==> config.mk <==
export PLATFORM = sky130hd
export DESIGN_NAME = multi_device_io_request_scheduler
export DESIGN_NICKNAME = d
export VERILOG_FILES = /design/src/rtl/mdios_pkg.sv /design/src/rtl/mdios_qram.sv /design/src/rtl/multi_device_io_request_scheduler.sv
export SDC_FILE = /design/constraint.sdc
export NUM_CORES = 2
export LEC_CHECK = 0
export ABC_AREA = 0
export BUFFER_PORTS_ARGS = -buffer_cell sky130_fd_sc_hd__buf_2
export CAP_MARGIN = 10
export CELL_PAD_IN_SITES_DETAIL_PLACEMENT = 1
export CELL_PAD_IN_SITES_GLOBAL_PLACEMENT = 1
export CORE_ASPECT_RATIO = 1.25
export CORE_MARGIN = 1.5
export CORE_UTILIZATION = 60
export DETAILED_ROUTE_END_ITERATION = 8
export PLACE_DENSITY_LB_ADDON = 0.1
export SLEW_MARGIN = 20
export SYNTH_ARGS = -nofsm -noshare
export SYNTH_HDL_FRONTEND = slang
export SYNTH_SLANG_ARGS = --single-unit
==> constraint.sdc <==
create_clock -name i_clk -period 16 [get_ports i_clk]
set_input_delay 0.8 -clock i_clk [delete_from_list [all_inputs] [get_ports i_clk]]
set_output_delay 0.8 -clock i_clk [all_outputs]
set_load 0.01 [all_outputs]
==> src/rtl/mdios_pkg.sv <==
// ----------------------------------------------------------------------------
// mdios_pkg
// shared constants and codes of the i/o request scheduler
// ----------------------------------------------------------------------------
package mdios_pkg;

    localparam int NUM_DEV         = 5;
    localparam int QUEUE_DEPTH_DEF = 16;
    localparam int ENTRY_W         = 32;
    localparam logic [15:0] LAT_RESET   = 16'd10;
    localparam logic [15:0] SCALE_RESET = 16'd256;

    typedef enum logic [2:0] {
        OP_REQ   = 3'd0,
        OP_TIMED = 3'd1,
        OP_CANCEL= 3'd2,
        OP_TICK  = 3'd3,
        OP_QUERY = 3'd4
    } t_op;

    localparam logic [2:0] K_ACCEPT = 3'd0;
    localparam logic [2:0] K_REJECT = 3'd1;
    localparam logic [2:0] K_DONE   = 3'd2;
    localparam logic [2:0] K_TICK   = 3'd3;
    localparam logic [2:0] K_QUERY  = 3'd4;

    localparam logic [2:0] CFG_SCALE = 3'd5;

endpackage

==> src/rtl/mdios_qram.sv <==
// ----------------------------------------------------------------------------
// mdios_qram
// queue entry memory, one write and one registered read port
// ----------------------------------------------------------------------------
module mdios_qram
    import mdios_pkg::*;
#(
    parameter int DEPTH = NUM_DEV * QUEUE_DEPTH_DEF,
    parameter int AW    = $clog2(DEPTH)
) (
    input  logic               i_clk,
    input  logic               i_we,
    input  logic [AW-1:0]      i_waddr,
    input  logic [ENTRY_W-1:0] i_wdata,
    input  logic [AW-1:0]      i_raddr,
    output logic [ENTRY_W-1:0] o_rdata
);

    logic [ENTRY_W-1:0] r_mem [DEPTH];
    logic [ENTRY_W-1:0] r_rdata;

    always_ff @(posedge i_clk) begin
        if (i_we) begin
            r_mem[i_waddr] <= i_wdata;
        end
        r_rdata <= r_mem[i_raddr];
    end

    assign o_rdata = r_rdata;

endmodule

==> src/rtl/multi_device_io_request_scheduler.sv <==
// a request passes S_MUL and S_REQ before its result; a bad device or an unknown
// operation goes straight to its result; query walks the devices and their queued
// entries until a hit; tick walks every device, and a completion may start a queued
// request; cancel walks every device and its queued entries and restarts a freed slot;
// one transaction in flight, the next accepted the cycle after the last result registers
// reset (i_rst_n low, synchronous) clears busy, counts, valid; reloads config regs
// ----------------------------------------------------------------------------
// multi_device_io_request_scheduler
// five device slots with countdowns and circular request queues in memory
// ----------------------------------------------------------------------------
module multi_device_io_request_scheduler
    import mdios_pkg::*;
#(
    parameter int QUEUE_DEPTH = QUEUE_DEPTH_DEF
) (
    input  logic        i_clk,
    input  logic        i_rst_n,
    input  logic        i_cfg_we,
    input  logic [2:0]  i_cfg_idx,
    input  logic [15:0] i_cfg_data,
    input  logic        s_axis_tvalid,
    output logic        s_axis_tready,
    // operation[2:0], pid[18:3], device[21:19], duration[37:22], zero[39:38]
    input  logic [39:0] s_axis_tdata,
    output logic        m_axis_tvalid,
    input  logic        m_axis_tready,
    // kind[2:0], out_pid[18:3], out_device[21:19], waiting[22], zero[23]
    output logic [23:0] m_axis_tdata,
    output logic        m_axis_tlast
);

    localparam int MEM_D = NUM_DEV * QUEUE_DEPTH;
    localparam int AW    = (MEM_D > 1) ? $clog2(MEM_D) : 1;
    localparam int PW    = (QUEUE_DEPTH > 1) ? $clog2(QUEUE_DEPTH) : 1;
    localparam int CW    = $clog2(QUEUE_DEPTH + 1);
    localparam logic [2:0]    LAST_DEV = 3'(NUM_DEV - 1);
    localparam logic [CW-1:0] QD_C     = CW'(QUEUE_DEPTH);
    localparam logic [PW:0]   QD_P     = (PW + 1)'(QUEUE_DEPTH);
    localparam logic [AW-1:0] QD_A     = AW'(QUEUE_DEPTH);

    typedef enum logic [4:0] {
        S_IDLE, S_MUL, S_REQ, S_OUT,
        S_SRD, S_SLD,
        S_CRD, S_CCMP, S_CFREE, S_CNEXT,
        S_TDEV, S_TSTART, S_TNEXT,
        S_QDEV, S_QRD, S_QCMP
    } t_state;

    t_state r_state, r_ret, r_sret;

    logic [15:0]   r_lat [NUM_DEV];
    logic [15:0]   r_scale;
    logic          r_busy [NUM_DEV];
    logic [15:0]   r_cpid [NUM_DEV];
    logic [15:0]   r_rem  [NUM_DEV];
    logic [PW-1:0] r_head [NUM_DEV];
    logic [CW-1:0] r_cnt  [NUM_DEV];

    logic [2:0]    r_op;
    logic [15:0]   r_pid;
    logic [2:0]    r_dev;
    logic [15:0]   r_dur;
    logic [31:0]   r_prod;
    logic [CW-1:0] r_i, r_j;

    logic [2:0]    r_pkind;
    logic [15:0]   r_ppid;
    logic [2:0]    r_pdev;
    logic          r_pwait, r_plast;

    logic          r_ovalid;
    logic [2:0]    r_okind;
    logic [15:0]   r_opid;
    logic [2:0]    r_odev;
    logic          r_owait, r_olast;

    logic               w_we;
    logic [AW-1:0]      w_waddr, w_raddr;
    logic [ENTRY_W-1:0] w_wdata, w_rdata;
    logic [32:0]        w_round;
    logic [15:0]        w_ticks;
    logic               w_out_free;
    logic [CW-1:0]      w_roff, w_woff;

    function automatic logic [AW-1:0] slot_addr(input logic [2:0] dev,
                                                input logic [PW-1:0] head,
                                                input logic [CW-1:0] off);
        logic [PW:0] sum;
        begin
            sum = (PW + 1)'(head) + (PW + 1)'(off);
            if (sum >= QD_P) begin
                sum = sum - QD_P;
            end
            slot_addr = AW'(dev) * QD_A + AW'(sum);
        end
    endfunction

    mdios_qram #(.DEPTH(MEM_D), .AW(AW)) u_qram (
        .i_clk   (i_clk),
        .i_we    (w_we),
        .i_waddr (w_waddr),
        .i_wdata (w_wdata),
        .i_raddr (w_raddr),
        .o_rdata (w_rdata)
    );

    assign w_round = 33'(r_prod) + 33'd255;
    always_comb begin
        if (r_op == OP_REQ) begin
            if (w_round[32:8] == '0) begin
                w_ticks = 16'd1;
            end else if (w_round[32:24] != '0) begin
                w_ticks = 16'hFFFF;
            end else begin
                w_ticks = w_round[23:8];
            end
        end else begin
            w_ticks = (r_dur == 16'd0) ? 16'd1 : r_dur;
        end
    end

    always_comb begin
        w_roff = (r_state == S_SRD) ? '0 : r_i;
        w_woff = (r_state == S_REQ) ? r_cnt[r_dev] : r_j;
        w_raddr = slot_addr(r_dev, r_head[r_dev], w_roff);
        w_waddr = slot_addr(r_dev, r_head[r_dev], w_woff);
        w_wdata = (r_state == S_REQ) ? {r_pid, w_ticks} : w_rdata;
        w_we = ((r_state == S_REQ) && r_busy[r_dev] && (r_cnt[r_dev] < QD_C)) ||
               ((r_state == S_CCMP) && (w_rdata[31:16] != r_pid));
    end

    assign w_out_free    = !r_ovalid || m_axis_tready;
    assign s_axis_tready = (r_state == S_IDLE);
    assign m_axis_tvalid = r_ovalid;
    assign m_axis_tdata  = {1'b0, r_owait, r_odev, r_opid, r_okind};
    assign m_axis_tlast  = r_olast;

    always_ff @(posedge i_clk) begin
        if (!i_rst_n) begin
            r_state  <= S_IDLE;
            r_ret    <= S_IDLE;
            r_sret   <= S_IDLE;
            r_ovalid <= 1'b0;
            r_scale  <= SCALE_RESET;
            for (int k = 0; k < NUM_DEV; k++) begin
                r_lat[k]  <= LAT_RESET;
                r_busy[k] <= 1'b0;
                r_cnt[k]  <= '0;
                r_head[k] <= '0;
            end
        end else begin
            if (i_cfg_we) begin
                if (i_cfg_idx < CFG_SCALE) begin
                    r_lat[i_cfg_idx] <= i_cfg_data;
                end else if (i_cfg_idx == CFG_SCALE) begin
                    r_scale <= i_cfg_data;
                end
            end
            if (r_ovalid && m_axis_tready && (r_state != S_OUT)) begin
                r_ovalid <= 1'b0;
            end
            case (r_state)
                S_IDLE: begin
                    if (s_axis_tvalid) begin
                        r_op    <= s_axis_tdata[2:0];
                        r_pid   <= s_axis_tdata[18:3];
                        r_dev   <= (s_axis_tdata[2:0] inside {OP_REQ, OP_TIMED}) ?
                                   s_axis_tdata[21:19] : 3'd0;
                        r_dur   <= s_axis_tdata[37:22];
                        r_i     <= '0;
                        r_j     <= '0;
                        r_ppid  <= s_axis_tdata[18:3];
                        r_pdev  <= 3'd0;
                        r_pwait <= 1'b0;
                        r_plast <= 1'b1;
                        r_ret   <= S_IDLE;
                        case (s_axis_tdata[2:0])
                            OP_REQ, OP_TIMED: begin
                                if (s_axis_tdata[21:19] > LAST_DEV) begin
                                    r_pkind <= K_REJECT;
                                    r_state <= S_OUT;
                                end else begin
                                    r_state <= S_MUL;
                                end
                            end
                            OP_CANCEL: begin
                                r_state <= S_CRD;
                            end
                            OP_TICK: begin
                                r_state <= S_TDEV;
                            end
                            OP_QUERY: begin
                                r_state <= S_QDEV;
                            end
                            default: begin
                                r_pkind <= K_REJECT;
                                r_state <= S_OUT;
                            end
                        endcase
                    end
                end
                S_MUL: begin
                    r_prod  <= r_lat[r_dev] * r_scale;
                    r_state <= S_REQ;
                end
                S_REQ: begin
                    r_pdev <= r_dev;
                    if (!r_busy[r_dev]) begin
                        r_busy[r_dev] <= 1'b1;
                        r_cpid[r_dev] <= r_pid;
                        r_rem[r_dev]  <= w_ticks;
                        r_pkind       <= K_ACCEPT;
                    end else if (r_cnt[r_dev] < QD_C) begin
                        r_cnt[r_dev] <= r_cnt[r_dev] + 1'b1;
                        r_pkind      <= K_ACCEPT;
                    end else begin
                        r_pkind <= K_REJECT;
                    end
                    r_state <= S_OUT;
                end
                S_OUT: begin
                    if (w_out_free) begin
                        r_ovalid <= 1'b1;
                        r_okind  <= r_pkind;
                        r_opid   <= r_ppid;
                        r_odev   <= r_pdev;
                        r_owait  <= r_pwait;
                        r_olast  <= r_plast;
                        r_state  <= r_ret;
                    end
                end
                S_SRD: begin
                    r_state <= (r_cnt[r_dev] == '0) ? r_sret : S_SLD;
                end
                S_SLD: begin
                    r_cpid[r_dev] <= w_rdata[31:16];
                    r_rem[r_dev]  <= w_rdata[15:0];
                    r_busy[r_dev] <= 1'b1;
                    r_cnt[r_dev]  <= r_cnt[r_dev] - 1'b1;
                    r_head[r_dev] <= (32'(r_head[r_dev]) == QUEUE_DEPTH - 1) ?
                                     '0 : r_head[r_dev] + 1'b1;
                    r_state <= r_sret;
                end
                S_CRD: begin
                    if (r_i < r_cnt[r_dev]) begin
                        r_state <= S_CCMP;
                    end else begin
                        r_cnt[r_dev] <= r_j;
                        r_state      <= S_CFREE;
                    end
                end
                S_CCMP: begin
                    if (w_rdata[31:16] != r_pid) begin
                        r_j <= r_j + 1'b1;
                    end
                    r_i     <= r_i + 1'b1;
                    r_state <= S_CRD;
                end
                S_CFREE: begin
                    if (r_busy[r_dev] && (r_cpid[r_dev] == r_pid)) begin
                        r_busy[r_dev] <= 1'b0;
                        r_sret        <= S_CNEXT;
                        r_state       <= S_SRD;
                    end else begin
                        r_state <= S_CNEXT;
                    end
                end
                S_CNEXT: begin
                    r_i <= '0;
                    r_j <= '0;
                    if (r_dev == LAST_DEV) begin
                        r_pkind <= K_ACCEPT;
                        r_state <= S_OUT;
                    end else begin
                        r_dev   <= r_dev + 1'b1;
                        r_state <= S_CRD;
                    end
                end
                S_TDEV: begin
                    if (r_busy[r_dev] && (r_rem[r_dev] <= 16'd1)) begin
                        r_rem[r_dev]  <= '0;
                        r_busy[r_dev] <= 1'b0;
                        r_pkind <= K_DONE;
                        r_ppid  <= r_cpid[r_dev];
                        r_pdev  <= r_dev;
                        r_plast <= 1'b0;
                        r_ret   <= S_TSTART;
                        r_state <= S_OUT;
                    end else begin
                        if (r_busy[r_dev]) begin
                            r_rem[r_dev] <= r_rem[r_dev] - 1'b1;
                        end
                        r_state <= S_TNEXT;
                    end
                end
                S_TSTART: begin
                    r_sret  <= S_TNEXT;
                    r_state <= S_SRD;
                end
                S_TNEXT: begin
                    if (r_dev == LAST_DEV) begin
                        r_pkind <= K_TICK;
                        r_ppid  <= '0;
                        r_pdev  <= 3'd0;
                        r_plast <= 1'b1;
                        r_ret   <= S_IDLE;
                        r_state <= S_OUT;
                    end else begin
                        r_dev   <= r_dev + 1'b1;
                        r_state <= S_TDEV;
                    end
                end
                S_QDEV: begin
                    r_i <= '0;
                    if (r_busy[r_dev] && (r_cpid[r_dev] == r_pid)) begin
                        r_pkind <= K_QUERY;
                        r_pdev  <= r_dev;
                        r_pwait <= 1'b1;
                        r_state <= S_OUT;
                    end else begin
                        r_state <= S_QRD;
                    end
                end
                S_QRD: begin
                    if (r_i < r_cnt[r_dev]) begin
                        r_state <= S_QCMP;
                    end else if (r_dev == LAST_DEV) begin
                        r_pkind <= K_QUERY;
                        r_state <= S_OUT;
                    end else begin
                        r_dev   <= r_dev + 1'b1;
                        r_state <= S_QDEV;
                    end
                end
                S_QCMP: begin
                    if (w_rdata[31:16] == r_pid) begin
                        r_pkind <= K_QUERY;
                        r_pdev  <= r_dev;
                        r_pwait <= 1'b1;
                        r_state <= S_OUT;
                    end else begin
                        r_i     <= r_i + 1'b1;
                        r_state <= S_QRD;
                    end
                end
                default: begin
                    r_state <= S_IDLE;
                end
            endcase
        end
    end

endmodule

==> results.md <==
- Sequential area share after synthesis: 71.3%
- Top FF cell, synth: edfxtp_1
- Kind of critical path: flip-flop to flip-flop
- Worst setup SP type: flip-flop
- Crit-path max FO: 30
- P&R area growth vs syn: 11.7%
- IO buf count: 87
- Synth area leader: edfxtp_1
- Synth Instances: between 6k and 7k
- Root Driver: clkbuf_16
- WP data required: 16.57 ns
- Drt first pass iters: 5
- Die width: around 420 microns
- Slowest cell on crit path: dfxtp_4
- Largest net degree at the start of global routing: 130
- Met3 Use GR: 5.16%
- Async S/R FF share, synth: 0%
- Setup TNS: 0 ns
- DRT Wirelength: roughly 350000 microns
- WHS Endpoint: r_dur[2]
- Synthesized flop and latch total: about 3.1k
- Layout Nets: between 7k and 8k
- Wire per inst: 35.1 microns
- Layout Utilization: 67.3%
- Core area: 216000 sq um
- Mean Syn Cell Area: 20.1 sq um
- Relative slew slack: 23.6%
- Max Cap Violations: 0
- CP peak stage delay: 0.80 ns
- Clk Latency, worst-skew pair: 0.88 ns
- Synth cell types: 76
- Most common cell in the netlist: edfxtp_1
- Final instance area: about 150000 sq um
- CTS Buf Count: 301
- CTS tree: done
- Hold_sp: s_axis_tdata[24]
- CP most frequent cell: fa_1
- Status: finished clean
- Synth top cells by count: edfxtp_1, mux4_2, nand2_1, inv_1, nor2_1
- DR vias: 66.0k
- Synth top area cells: edfxtp_1, mux4_2, fa_1, ha_1, nand2_1
- Post-Syn Area: 130000 sq um
- End of the worst register-to-register path: r_prod[20]
- EDFF count, synth: about 3k
- Initial antenna violation count: 32
- Cell Area, Placed: around 140000 sq um
- GRT met2 Usage: a little under three fifths
- Reg2reg path depth: 23
- Placement Rows: 191
- GR peak layer: met2
- Initial Utilization: about 60%
- Final setup skew: 0.0461 ns
- Final Hold Viols: 0
- DIE AREA: roughly 220000 sq um
- Synth warn: 0
- Post-synth top area share: approximately 70%
- RSZ-0062 raised after global routing: false
- Layout cells sized above 1: 25.5%
- DRT iter0 DRCs: between 7k and 8k
- DRC violations left: 0
- Crit path max-delay family: adder cells
- Post-CTS Resized: 0
- Global route overflow: 0
- Met1 demand-to-capacity share in global routing: 41.9%
- CTS Sinks: 3116
- Post-CTS setup buffers: 0
- DP Wirelength: 201000 microns
- Hold Path Class: input pin to flip-flop
- First-pass GRT wire length: 502000 microns
- I/O Pins: 91
- Number of H-tree levels: 5
- Layout fillers: 17.2k
- Number of global-route vias before repair: 70.2k
- Post-CTS Hold Buffers: 0
- Period utilization: 54.1%
- Critical path cell sequence: buf_4 -> mux4_2 -> mux2_2 -> and2_1 -> fa_1 -> inv_1 -> fa_1 -> fa_1 -> inv_1 -> fa_1 -> fa_1 -> inv_1 -> fa_1 -> inv_1 -> ha_1 -> a21oi_1 -> nor3b_1 -> nand2_1 -> o211ai_1 -> a21oi_1 -> o21ai_0 -> or4b_2 -> o311ai_0
- GRT Total Usage: about a third
- WP buf/inv: 5
- Worst-margin pin slew: 1.15 ns
- Die extent in y: between 500 and 600 microns
- Clk buf depth: 4
- GPL Wtd Cong: about 0.84
- Min Tclk post-route: about 8.7 ns
- Fmax: 115 MHz
- Clk slew on worst S/H paths: 0.06 ns
- Via density: approximately 6.6
- Pins Over Slew Limit: 0
- Critical path arrival: approximately 9.2 ns
- Remaining antenna violation count after routing: 0
- Hold Path Cell Cnt: 1
- Setup violators final: 0
- Crit. End Element: flip-flop
- R2R Setup Slk: approximately 7.3 ns
-- metrics by stage --
step,setup slack [ns],instances,hold slack (ns)
6_report,7.34,9949,0.0962
5_1_grt,6.95,9942,0.0709
4_1_cts,7.26,9934,0.0348
3_5_place_dp,7.27,9398,0.407
3_3_place_gp,7.38,9398,0.401
2_1_floorplan,8.02,6540,0.400
-- placed cells by master, fill, tap and decap left out, drive strengths merged, types with 63 or more instances in the layout --
master and count:
a21oi 77, and2 172, buf 280, clkbuf 382
clkinv 118, dfxtp 65, edfxtp 3051, fa 197
ha 128, inv 290, mux4 916, nand2 370
nor2 224, o21ai 85, xnor2 63
-- how the worst max path moves through the flow --
stage | start | end | slack, ns | depth (start not counted)
final | flip-flop | r_prod[20] | 7.34 | 23
after global routing | flip-flop | r_prod[31] | 6.95 | 23
after CTS | flip-flop | r_prod[20] | 7.26 | 23
after detailed placement | flip-flop | r_prod[20] | 7.27 | 23
after global placement | flip-flop | r_prod[20] | 7.38 | 23
after floorplan | flip-flop | r_prod[20] | 8.02 | 28
-- area by class of cell --
class	instances	area (sq um)	area share [%]
Sequential cell	3116	92900	63.9
Multi-Input combinational cell	2825	36100	24.8
Clock buffer	382	8130	5.59
Tap cell	2895	3620	2.49
Timing Repair Buffer	280	2030	1.40
Clock inverter	154	1560	1.08
Inverter	284	1070	0.733
Antenna cell	13	32.5	0.0224
-- logic make-up after synthesis --
family | synth area share (%)
flip-flops | 71.3
AND/OR/NAND/NOR | 3.73
multiplexers | 16.6
buffers and inverters | 1.78
adder cells (fa/ha/maj) | 4.26
AO/OA/AOI/OAI | 1.47
XOR/XNOR | 0.800
other | 0.00288
-- sequential cells by signal (all words and copies together) (netlist names), 4 cells and up, named ones only --
register and flops:
r_dur 16, u_qram.o_rdata 32, r_cpid 80, r_lat 128
r_pid 16, r_scale 16, r_prod 32, r_ppid 16
r_opid 16, r_i 5, r_busy 8, r_cnt 40
r_rem 80, u_qram.r_mem 2560, r_j 5, r_head 32
r_state 4
-- per-layer routing --
metal	up-vias	wire, microns	share of wire [%]
li1	26500	-	-
met1	35300	125000	36
met2	3421	180000	51
met3	740	27900	8.0
met4	10	16600	4.8
met5	-	64	0.018
Power is left out: the tool's default activity adds up to more than one toggle a clock period on the data nets, which glitch-free logic cannot reach.
